<file path="src/design/pra_pkg.sv">
// Package for the page run allocator: codes, field widths and the
// controller/datapath command and status structs. No dependencies.
package pra_pkg;

    localparam int CMD_W    = 2;
    localparam int AMT_W    = 27;
    localparam int ACR_W    = 3;
    localparam int VA_W     = 26;
    localparam int STAT_W   = 3;
    localparam int AVAIL_W  = 14;
    localparam int ENTRY_W  = 21;
    localparam int PAGE_W   = 16;
    localparam int RSV_W    = 13;
    localparam int LAST_BIT = 20;
    localparam int MID_BIT  = 19;
    localparam logic [ENTRY_W-1:0] KEEP_MASK = 21'h07FFFF;

    typedef enum logic [CMD_W-1:0] {
        CMD_ALLOC   = 2'd0,
        CMD_FREE    = 2'd1,
        CMD_READ    = 2'd2,
        CMD_REBUILD = 2'd3
    } cmd_t;

    typedef enum logic [STAT_W-1:0] {
        RS_OK       = 3'd0,
        RS_BAD      = 3'd1,
        RS_SHORT    = 3'd2,
        RS_NORUN    = 3'd3,
        RS_NOTALLOC = 3'd4
    } status_t;

    typedef enum logic [3:0] {
        S_CLEAR,
        S_IDLE,
        S_DECODE,
        S_SCAN_RD,
        S_SCAN_CHK,
        S_FILL_RD,
        S_FILL_WR,
        S_FREE_RD,
        S_FREE_CHK,
        S_READ_RD,
        S_READ_CAP,
        S_SWEEP,
        S_RESULT
    } state_t;

    typedef struct packed {
        logic    in_ready;
        logic    clr_step;
        logic    link_step;
        logic    rebuild_init;
        logic    scan_chk;
        logic    fill_wr;
        logic    free_wr;
        logic    read_cap;
        logic    set_status;
        status_t status;
        logic    load_out;
    } ctl_t;

    typedef struct packed {
        cmd_t cmd;
        logic accepted;
        logic bad_req;
        logic short_pages;
        logic too_long;
        logic idx_oob;
        logic scan_hit;
        logic scan_end;
        logic fill_last;
        logic marked;
        logic last_mark;
        logic first;
        logic ptr_end;
        logic sweep_last_link;
        logic sweep_last_all;
        logic out_busy;
    } sts_t;

endpackage

</file>
<file path="src/design/pra_ctrl.sv">
// Controller state machine of the page run allocator.
// Depends on pra_pkg; drives ctl_t commands from sts_t status.
module pra_ctrl (
    input  logic          clk,
    input  logic          rst_n,
    input  pra_pkg::sts_t sts,
    output pra_pkg::ctl_t ctl
);
    import pra_pkg::*;

    state_t state_reg, state_next;

    always_ff @(posedge clk or negedge rst_n)
    begin
        if (!rst_n)
        begin
            state_reg <= S_CLEAR;
        end
        else
        begin
            state_reg <= state_next;
        end
    end

    always_comb
    begin
        state_next = state_reg;
        unique case (state_reg)
            S_CLEAR:    if (sts.sweep_last_all) state_next = S_IDLE;
            S_IDLE:     if (sts.accepted) state_next = S_DECODE;
            S_DECODE:
            begin
                unique case (sts.cmd)
                    CMD_ALLOC:
                        if (sts.bad_req || sts.short_pages || sts.too_long)
                            state_next = S_RESULT;
                        else
                            state_next = S_SCAN_RD;
                    CMD_FREE:    state_next = sts.idx_oob ? S_RESULT : S_FREE_RD;
                    CMD_READ:    state_next = sts.idx_oob ? S_RESULT : S_READ_RD;
                    CMD_REBUILD: state_next = S_SWEEP;
                    default:     state_next = S_RESULT;
                endcase
            end
            S_SCAN_RD:  state_next = S_SCAN_CHK;
            S_SCAN_CHK:
            begin
                if (sts.scan_hit)
                    state_next = S_FILL_RD;
                else if (sts.scan_end)
                    state_next = S_RESULT;
                else
                    state_next = S_SCAN_RD;
            end
            S_FILL_RD:  state_next = S_FILL_WR;
            S_FILL_WR:  state_next = sts.fill_last ? S_RESULT : S_FILL_RD;
            S_FREE_RD:  state_next = S_FREE_CHK;
            S_FREE_CHK:
            begin
                if (!sts.marked || sts.last_mark || sts.ptr_end)
                    state_next = S_RESULT;
                else
                    state_next = S_FREE_RD;
            end
            S_READ_RD:  state_next = S_READ_CAP;
            S_READ_CAP: state_next = S_RESULT;
            S_SWEEP:    if (sts.sweep_last_link) state_next = S_RESULT;
            S_RESULT:   if (!sts.out_busy) state_next = S_IDLE;
            default:    state_next = S_CLEAR;
        endcase
    end

    always_comb
    begin
        ctl = '0;
        ctl.status = RS_OK;
        unique case (state_reg)
            S_CLEAR:
            begin
                ctl.clr_step  = 1'b1;
                ctl.link_step = 1'b1;
            end
            S_IDLE:
            begin
                ctl.in_ready = 1'b1;
            end
            S_DECODE:
            begin
                unique case (sts.cmd)
                    CMD_ALLOC:
                    begin
                        ctl.set_status = sts.bad_req || sts.short_pages || sts.too_long;
                        if (sts.bad_req)
                            ctl.status = RS_BAD;
                        else if (sts.short_pages)
                            ctl.status = RS_SHORT;
                        else
                            ctl.status = RS_NORUN;
                    end
                    CMD_FREE, CMD_READ:
                    begin
                        ctl.set_status = sts.idx_oob;
                        ctl.status     = RS_BAD;
                    end
                    CMD_REBUILD: ctl.rebuild_init = 1'b1;
                    default: ctl.set_status = 1'b0;
                endcase
            end
            S_SCAN_CHK:
            begin
                ctl.scan_chk   = 1'b1;
                ctl.set_status = !sts.scan_hit && sts.scan_end;
                ctl.status     = RS_NORUN;
            end
            S_FILL_WR:  ctl.fill_wr = 1'b1;
            S_FREE_CHK:
            begin
                ctl.free_wr    = sts.marked;
                ctl.set_status = !sts.marked && sts.first;
                ctl.status     = RS_NOTALLOC;
            end
            S_READ_CAP: ctl.read_cap = 1'b1;
            S_SWEEP:    ctl.link_step = 1'b1;
            S_RESULT:   ctl.load_out = !sts.out_busy;
            default:    ctl.in_ready = 1'b0;
        endcase
    end
endmodule

</file>
<file path="config.mk">
export PLATFORM = sky130hd
export DESIGN_NAME = pra_ctrl
export DESIGN_NICKNAME = d
export VERILOG_FILES = /design/src/design/pra_pkg.sv /design/src/design/pra_ctrl.sv
export SDC_FILE = /design/constraint.sdc
export NUM_CORES = 1
export LEC_CHECK = 0
export ABC_AREA = 1
export BUFFER_PORTS_ARGS = -buffer_cell sky130_fd_sc_hd__clkbuf_2
export CORE_MARGIN = 1.5
export CORE_UTILIZATION = 40
export DETAILED_ROUTE_END_ITERATION = 7
export GPL_TIMING_DRIVEN = 0
export PLACE_DENSITY = 0.69
export SYNTH_ARGS = -nofsm -noshare
export SYNTH_HDL_FRONTEND = slang
export SYNTH_SLANG_ARGS = --single-unit
</file>
<file path="constraint.sdc">
create_clock -name clk -period 1.55 [get_ports clk]
set_input_delay 0.0775 -clock clk [delete_from_list [all_inputs] [get_ports clk]]
set_output_delay 0.0775 -clock clk [all_outputs]
set_load 0.01 [all_outputs]
</file>
==> out/results.tsv, run 1 <==
stage	metric	value	unit
timing	clock_skew	0.0117	ns
floorplan	die_area	2080	µm²
drt	drc	0	
setup_path	crit_slowest_cell	dfrtp_1	
timing	setup-violations-final	0	
drt	vias_per_cell	4.83	
timing	fin_crit	1.48	ns
timing	slew_viol_final	0	
placed_design	io_buffers	31	
worst_hold_path	hold_start	sts[0]	
synth	synth_edf_count	0	
clock_network	clockBufferDepth	2	
power_and_ir_drop	p_leak	0.576	nW
layout	drive_gt1_share	38.3	%
drt	vias	928	
power_and_ir_drop	switching_share	54.5	%
clock_network	path_clk_slew	0.05	ns
drt	wl_per_cell	10.2	µm
floorplan	coreArea	1710	µm²
synth	ys_seq_area_share	13.8	%
layout	final-seq-area	104	µm²
synth	synth.net_count	152	
clock_network	cts.sinks	4	
worst_hold_path	holdPathStages	3	
grt	gr-usage-all-layers	20.8	%
power_and_ir_drop	p_switching	0.799	mW
synth	yosys.area.top_type	nand2_1	
setup_path	cp.buffers_inverters	3	
run	drv_cap	0	
setup_path	cp_cell_sequence	buf_4, inv_1, nand2_2, nor2_4, nand3_1, o211ai_1, clkbuf_2	
synth	yosysWarnings	0	
placed_design	dp_hpwl	1.58	mm
drt	antenna_left	0	
layout	largest_register_ffs	4	
clock_network	cts_tree	yes	
setup_path	critPathMaxStageDelay	0.36	ns
power_and_ir_drop	clkPwrFrac	9.7	%
power_and_ir_drop	power_frac_comb	76.9	%
grt	grt_pass1_wl	3.16	mm
timing	tns	0	ns
placed_design	gp_congestion	0.855	
synth	synth_top_area_share	19.7	%
layout	fillers	183	
setup_path	critPathTopFamily	buffers and inverters	
layout	antenna_cells	0	
floorplan	fp.dieW	45.6	µm
synth	synth_cell_type_count	23	
power_and_ir_drop	power.density	1470	nW/µm²
drt	wl	1.96	mm
drt	dr.pass1.iters	4	
floorplan	die_h	45.6	µm
placed_design	place_area	912	µm²
power_and_ir_drop	irDropWorstVdd	663	µV
setup_path	worstReg2RegStart	state_reg[0]	
setup_path	start_kind	flip-flop	
setup_path	critPathMaxFanout	9	
power_and_ir_drop	power	1.47	mW
worst_hold_path	hold_end	state_reg[2]	
layout	syn_to_final_growth	37.6	%
clock_network	insertion_delay	0.25	ns
floorplan	num_io_pins	32	
timing	max_freq	674	MHz
timing	period_share	95.7	%
worst_hold_path	hold_path_class	in -> reg	
power_and_ir_drop	seqPwrFrac	13.4	%
synth	ys_ff_latch	4	
setup_path	critPathArrivalTime	1.41	ns
power_and_ir_drop	p_int	0.668	mW
layout	fin_cells	192	
clock_network	root_buffer	clkbuf_4	
grt	overflow	0	
timing	tightest_slew	0.245	ns
synth	avgSynthCellArea	5.67	µm²
layout	multi_input_area	557	µm²
timing	rsz0062_at_grt	true	
setup_path	cp.required	1.47	ns
grt	grt_max_degree	10	
clock_network	htree_num_levels	1	
setup_path	r2r_cells	9	
layout	fin_nets	193	
setup_path	crit_type	reg -> out	
timing	slew-limit-headroom	83.6	%
synth	yosysMostFrequentCell	nand2_1	
drt	drtIter0Drc	21	
synth	synth_area_leaders	nand2_1, dfrtp_1, inv_1, ha_1, nor2_1	
floorplan	initial_core_util	42.5	%
synth	synthCells	128	
clock_network	cts_buffers	3	
setup_path	r2r_slack	0.17	ns
timing	finalHoldViolCount	0	
setup_path	cp-end-kind	output port	
floorplan	row_count	15	
synth	yosys-top-cells-count	nand2_1, inv_1, nor2_1	
synth	synth_top_flop_cell	dfrtp_1	
setup_path	reg2reg_to	state_reg[3]	
grt	antenna_found_initial	0	
outcome	status	finished clean	
synth	async_flop_share	100	%
placed_design	dp_cells	184	
synth	netlist_area	726	µm²
layout	final_util	58.5	%
layout	fin_area	998	µm²
grt	grt_pass1_vias	804	
-- cells by family (layout without fill, tap and decap cells) --
| logic type | count (synthesis) | after routing | synth area share, % |
|---|---|---|---|
| AOI/OAI and AO/OA | 15 | 15 | 12.4 |
| adders and majority gates | 5 | 5 | 8.62 |
| buffers and inverters | 22 | 61 | 11.6 |
| DFF | 4 | 4 | 13.8 |
| and+or+nand+nor | 82 | 82 | 53.6 |
-- cell type report --
type / instances / share of cell area [%]
Multi-Input combinational cell: 102 / 55.8
Timing Repair Buffer: 36 / 19.5
Sequential cell: 4 / 10.4
Inverter: 21 / 8.15
Tap cell: 25 / 3.13
Clock buffer: 3 / 2.26
Buffer: 1 / 0.752
-- power groups by stage --
stage / Combinational (mW) / Clock [mW] / Sequential [mW]
6_report: 1.13 / 0.142 / 0.196
5_1_grt: 1.25 / 0.151 / 0.200
4_1_cts: 1.09 / 0.143 / 0.194
3_5_place_dp: 0.964 / 0 / 0.233
3_3_place_gp: 0.955 / 0 / 0.232
2_1_floorplan: 0.713 / 0 / 0.215
-- layout by cell type (no fill, tap or decap), types with 2 or more instances in the layout --
cell type  netlist  layout
nor2_1          14      14
clkbuf_4         0       3
o211ai_1         2       2
inv_1           17      17
buf_4            0       5
dfrtp_2          0       3
nor2_4           2       5
nor3_1           3       3
ha_1             5       5
nor2_2           7       4
nand2_1         38      38
inv_2            3       2
nand3_1          9       9
nand2_2          6       6
a21oi_1          2       2
clkbuf_2         0      31
o21ai_0          7       7
-- metal layers --
layer	wire length, µm	vias to the layer above	share of wire (%)	global-route usage [%]
met5	0	-	0	0
met4	14	0	0.71	7.06
met3	84	2	4.3	2.38
met2	1010	26	52	36.1
met1	850	416	43	26.4
li1	-	484	-	-
-- how the worst max path moves through the flow --
stage | start | to | cells after the start | slack, ns
after floorplan | state_reg[1] | state_reg[2] | 9 | 0.29
after global placement | state_reg[0] | ctl[4] | 6 | 0.16
after detailed placement | state_reg[0] | ctl[4] | 6 | 0.15
after CTS | state_reg[1] | ctl[4] | 6 | 0.0001
after global routing | state_reg[0] | ctl[4] | 6 | -0.02
final | state_reg[1] | ctl[4] | 7 | 0.07
-- worst min-delay path: cells and delay by family --
family / cells / cell delay (ns)
buffers and inverters: 1 / 0.09
AND/OR/NAND/NOR: 2 / 0.17
-- metrics by stage --
step	hold WS [ns]	worst slack, ns
6_report	0.117	0.0661
5_1_grt	0.134	-0.0211
4_1_cts	0.119	0.0000997
3_5_place_dp	-0.111	0.147
3_3_place_gp	-0.113	0.160
2_1_floorplan	-0.218	0.287
-- repair_timing --
| action | 4_1_cts | 5_1_grt |
|---|---|---|
| setup buffers | 3 | 1 |
| setup endpoints to repair | 3 | 3 |
| gates resized for setup | 5 | 4 |
| hold endpoints to repair | 4 | 0 |
| hold buffers | 1 | 0 |
| pin swaps | 1 | 1 |
(Power assumes the default switching activity.)
==> run 2: changes to the inputs <==
ABC_AREA = 0   (was 1)
==> run 2 against run 1 <==
The run now ends with negative setup slack left. Sequential share of layout area is 0.96 points lower. Register-to-register slack worse by 0.14 ns. Clock skew is 0.0092 ns lower. Critical path depth is 3 lower. Die area is 2.1% higher. Highest routed layer unchanged. Cell area is 7.5% higher. Cell count is 16% lower. Synthesized cell count is 27% lower.
==> out/results.tsv, run 2 <==
stage	metric	value	unit
synth	async_flop_share	100	%
layout	fillers	167	
grt	grt_pass1_vias	805	
power_and_ir_drop	p_leak	0.519	nW
setup_path	crit_slowest_cell	dfrtp_2	
timing	setup-violations-final	3	
timing	tightest_slew	0.262	ns
outcome	status	finished with violations	
power_and_ir_drop	seqPwrFrac	12.6	%
layout	largest_register_ffs	4	
grt	use_met1	31.0	%
grt	busiest_layer	met2	
grt	grtUsageMet2	35.0	%
grt	gr-usage-all-layers	22.1	%
timing	max_freq	625	MHz
placed_design	io_buffers	31	
drt	drtIter0Drc	22	
clock_network	clockBufferDepth	2	
synth	synth_cell_type_count	42	
clock_network	insertion_delay	0.23	ns
clock_network	cts_buffers	3	
grt	antenna_found_initial	0	
power_and_ir_drop	clkPwrFrac	7.2	%
worst_hold_path	hold_path_class	in -> reg	
setup_path	critPathMaxStageDelay	0.42	ns
drt	antenna_left	0	
synth	yosys-top-cells-count	a21oi_1, nand2_1, nor2_1	
synth	netlist_area	742	µm²
drt	wl	2.22	mm
floorplan	die_h	46.1	µm
layout	syn_to_final_growth	44.7	%
synth	ys_seq_area_share	13.5	%
power_and_ir_drop	p_switching	0.828	mW
timing	clock_skew	0.00255	ns
power_and_ir_drop	power	1.72	mW
drt	vias	888	
setup_path	crit_type	reg -> out	
clock_network	htree_num_levels	1	
power_and_ir_drop	irDropWorstVdd	661	µV
layout	final_cell_mix	clkbuf_2, buf_4, nand2_1, buf_2	
clock_network	path_clk_slew	0.04	ns
setup_path	cp-end-kind	output port	
synth	synth_top_area_share	13.5	%
run	drv_cap	0	
grt	grt_max_degree	11	
layout	antenna_cells	0	
synth	avgSynthCellArea	7.98	µm²
drt	vias_per_cell	5.52	
grt	grt_pass1_wl	3.49	mm
setup_path	cp.buffers_inverters	2	
timing	slew-limit-headroom	82.5	%
setup_path	critPathTopFamily	flip-flops	
floorplan	initial_core_util	43.0	%
floorplan	coreArea	1730	µm²
layout	mostFrequentLayoutCell	clkbuf_2	
floorplan	die_area	2120	µm²
floorplan	num_io_pins	32	
power_and_ir_drop	power.density	1600	nW/µm²
clock_network	root_buffer	clkbuf_4	
layout	fin_nets	162	
power_and_ir_drop	p_int	0.891	mW
floorplan	row_count	15	
layout	drive_gt1_share	49.3	%
synth	synth_top_flop_cell	dfrtp_1	
timing	setup_slack	-0.0507	ns
setup_path	cp_cell_sequence	buf_6, or3_4, o311ai_2, buf_2	
timing	fin_crit	1.60	ns
timing	period_share	103	%
setup_path	critPathArrivalTime	1.52	ns
setup_path	critPathMaxFanout	3	
timing	rsz0062_at_grt	true	
timing	slew_viol_final	0	
drt	dr.pass1.iters	5	
synth	synthCells	93	
power_and_ir_drop	switching_share	48.2	%
setup_path	start_kind	flip-flop	
synth	ys_ff_latch	4	
timing	tns	-0.108	ns
drt	drc	0	
clock_network	cts.sinks	4	
clock_network	cts_tree	yes	
power_and_ir_drop	power_frac_comb	80.2	%
synth	yosys.area.top_type	dfrtp_1	
setup_path	cp.required	1.47	ns
drt	wl_per_cell	13.8	µm
synth	yosysWarnings	0	
floorplan	fp.dieW	46.1	µm
synth	synth.net_count	117	
placed_design	gp_congestion	0.880	
timing	finalHoldViolCount	0	
grt	grt.met3_usage	2.35	%
synth	synth_edf_count	0	
grt	overflow	0	
synth	synth_area_leaders	dfrtp_1, ha_1, buf_6, a21oi_1, nand2b_1	
placed_design	dp_hpwl	1.51	mm
outcome	violations	negative setup slack	
==> run 2: metal layers <==
| layer | wire, µm | part of all wire, % | vias up |
|---|---|---|---|
| met5 | 0 | 0 | - |
| li1 | - | - | 435 |
| met2 | 1110 | 50 | 47 |
| met4 | 59 | 2.7 | 0 |
| met1 | 891 | 40 | 399 |
| met3 | 154 | 6.9 | 7 |
==> run 2: layout make-up <==
| class | instances | area, µm² | share of cell area [%] |
|---|---|---|---|
| multi-input cells | 79 | 626 | 58.3 |
| repair buffers | 41 | 233 | 21.7 |
| flip-flops and latches | 4 | 101 | 9.44 |
| plain buffers | 4 | 41.3 | 3.85 |
| well taps | 25 | 31.3 | 2.91 |
| clock buffers | 3 | 22.5 | 2.10 |
| inverters | 5 | 18.8 | 1.75 |
==> run 2: stage by stage <==
stage / cells / hold WS (ns) / utilization (%) / setup slack (ns) / area, µm²
after detailed placement: 149 / -0.113 / 53.8 / -0.0207 / 928
after CTS: 160 / 0.0757 / 59.5 / -0.0604 / 1030
after floorplan: 93 / -0.218 / - / 0.124 / 742
after global routing: 161 / 0.0818 / 62.2 / -0.110 / 1070
final: 161 / 0.0806 / 62.2 / -0.0507 / 1070
after global placement: 149 / -0.116 / 53.8 / -0.0256 / 928
==> run 2: cells by family after synthesis <==
logic type,Yosys count,share of synthesized area (%)
AOI/OAI and AO/OA,27,28.2
adders and majority gates,5,8.43
buffers and inverters,10,8.43
DFF,4,13.5
and+or+nand+nor,47,41.5
==> run 2: timing repair <==
action / in CTS / in global routing
pin swaps: 2 / 2
setup buffers: 7 / 2
hold buffers: 1 / 0
setup endpoints to repair: 4 / 10
resized for setup: 4 / 17
hold endpoints to repair: 4 / 0
==> run 2: worst register-to-register path: cells and delay by family, from the launching register on <==
family	cells	cell delay (ns)
AND/OR/NAND/NOR	3	0.75
flip-flops	1	0.42
AO/OA/AOI/OAI	2	0.23
==> run 2: path summary, 6_finish.rpt <==
check                      slack (ns)            to  cells past startpoint         start
hold / removal                   0.08  state_reg[1]                      2        sts[2]
setup / recovery                -0.05        ctl[4]                      4  state_reg[2]
max in group asynchronous        1.21  state_reg[2]                      2         rst_n
hold reg to reg                  0.80  state_reg[2]                      4  state_reg[0]
setup reg to reg                 0.03  state_reg[1]                      5  state_reg[1]
min in group asynchronous        0.20  state_reg[0]                      2         rst_n
==> run 2: power by group through the flow <==
| stage | Sequential, mW | Combinational (mW) | Clock (mW) |
|---|---|---|---|
| after floorplan | 0.199 | 0.818 | 0 |
| after global placement | 0.215 | 1.08 | 0 |
| after detailed placement | 0.217 | 1.09 | 0 |
| after CTS | 0.197 | 1.26 | 0.127 |
| after global routing | 0.222 | 1.49 | 0.135 |
| final | 0.217 | 1.38 | 0.124 |
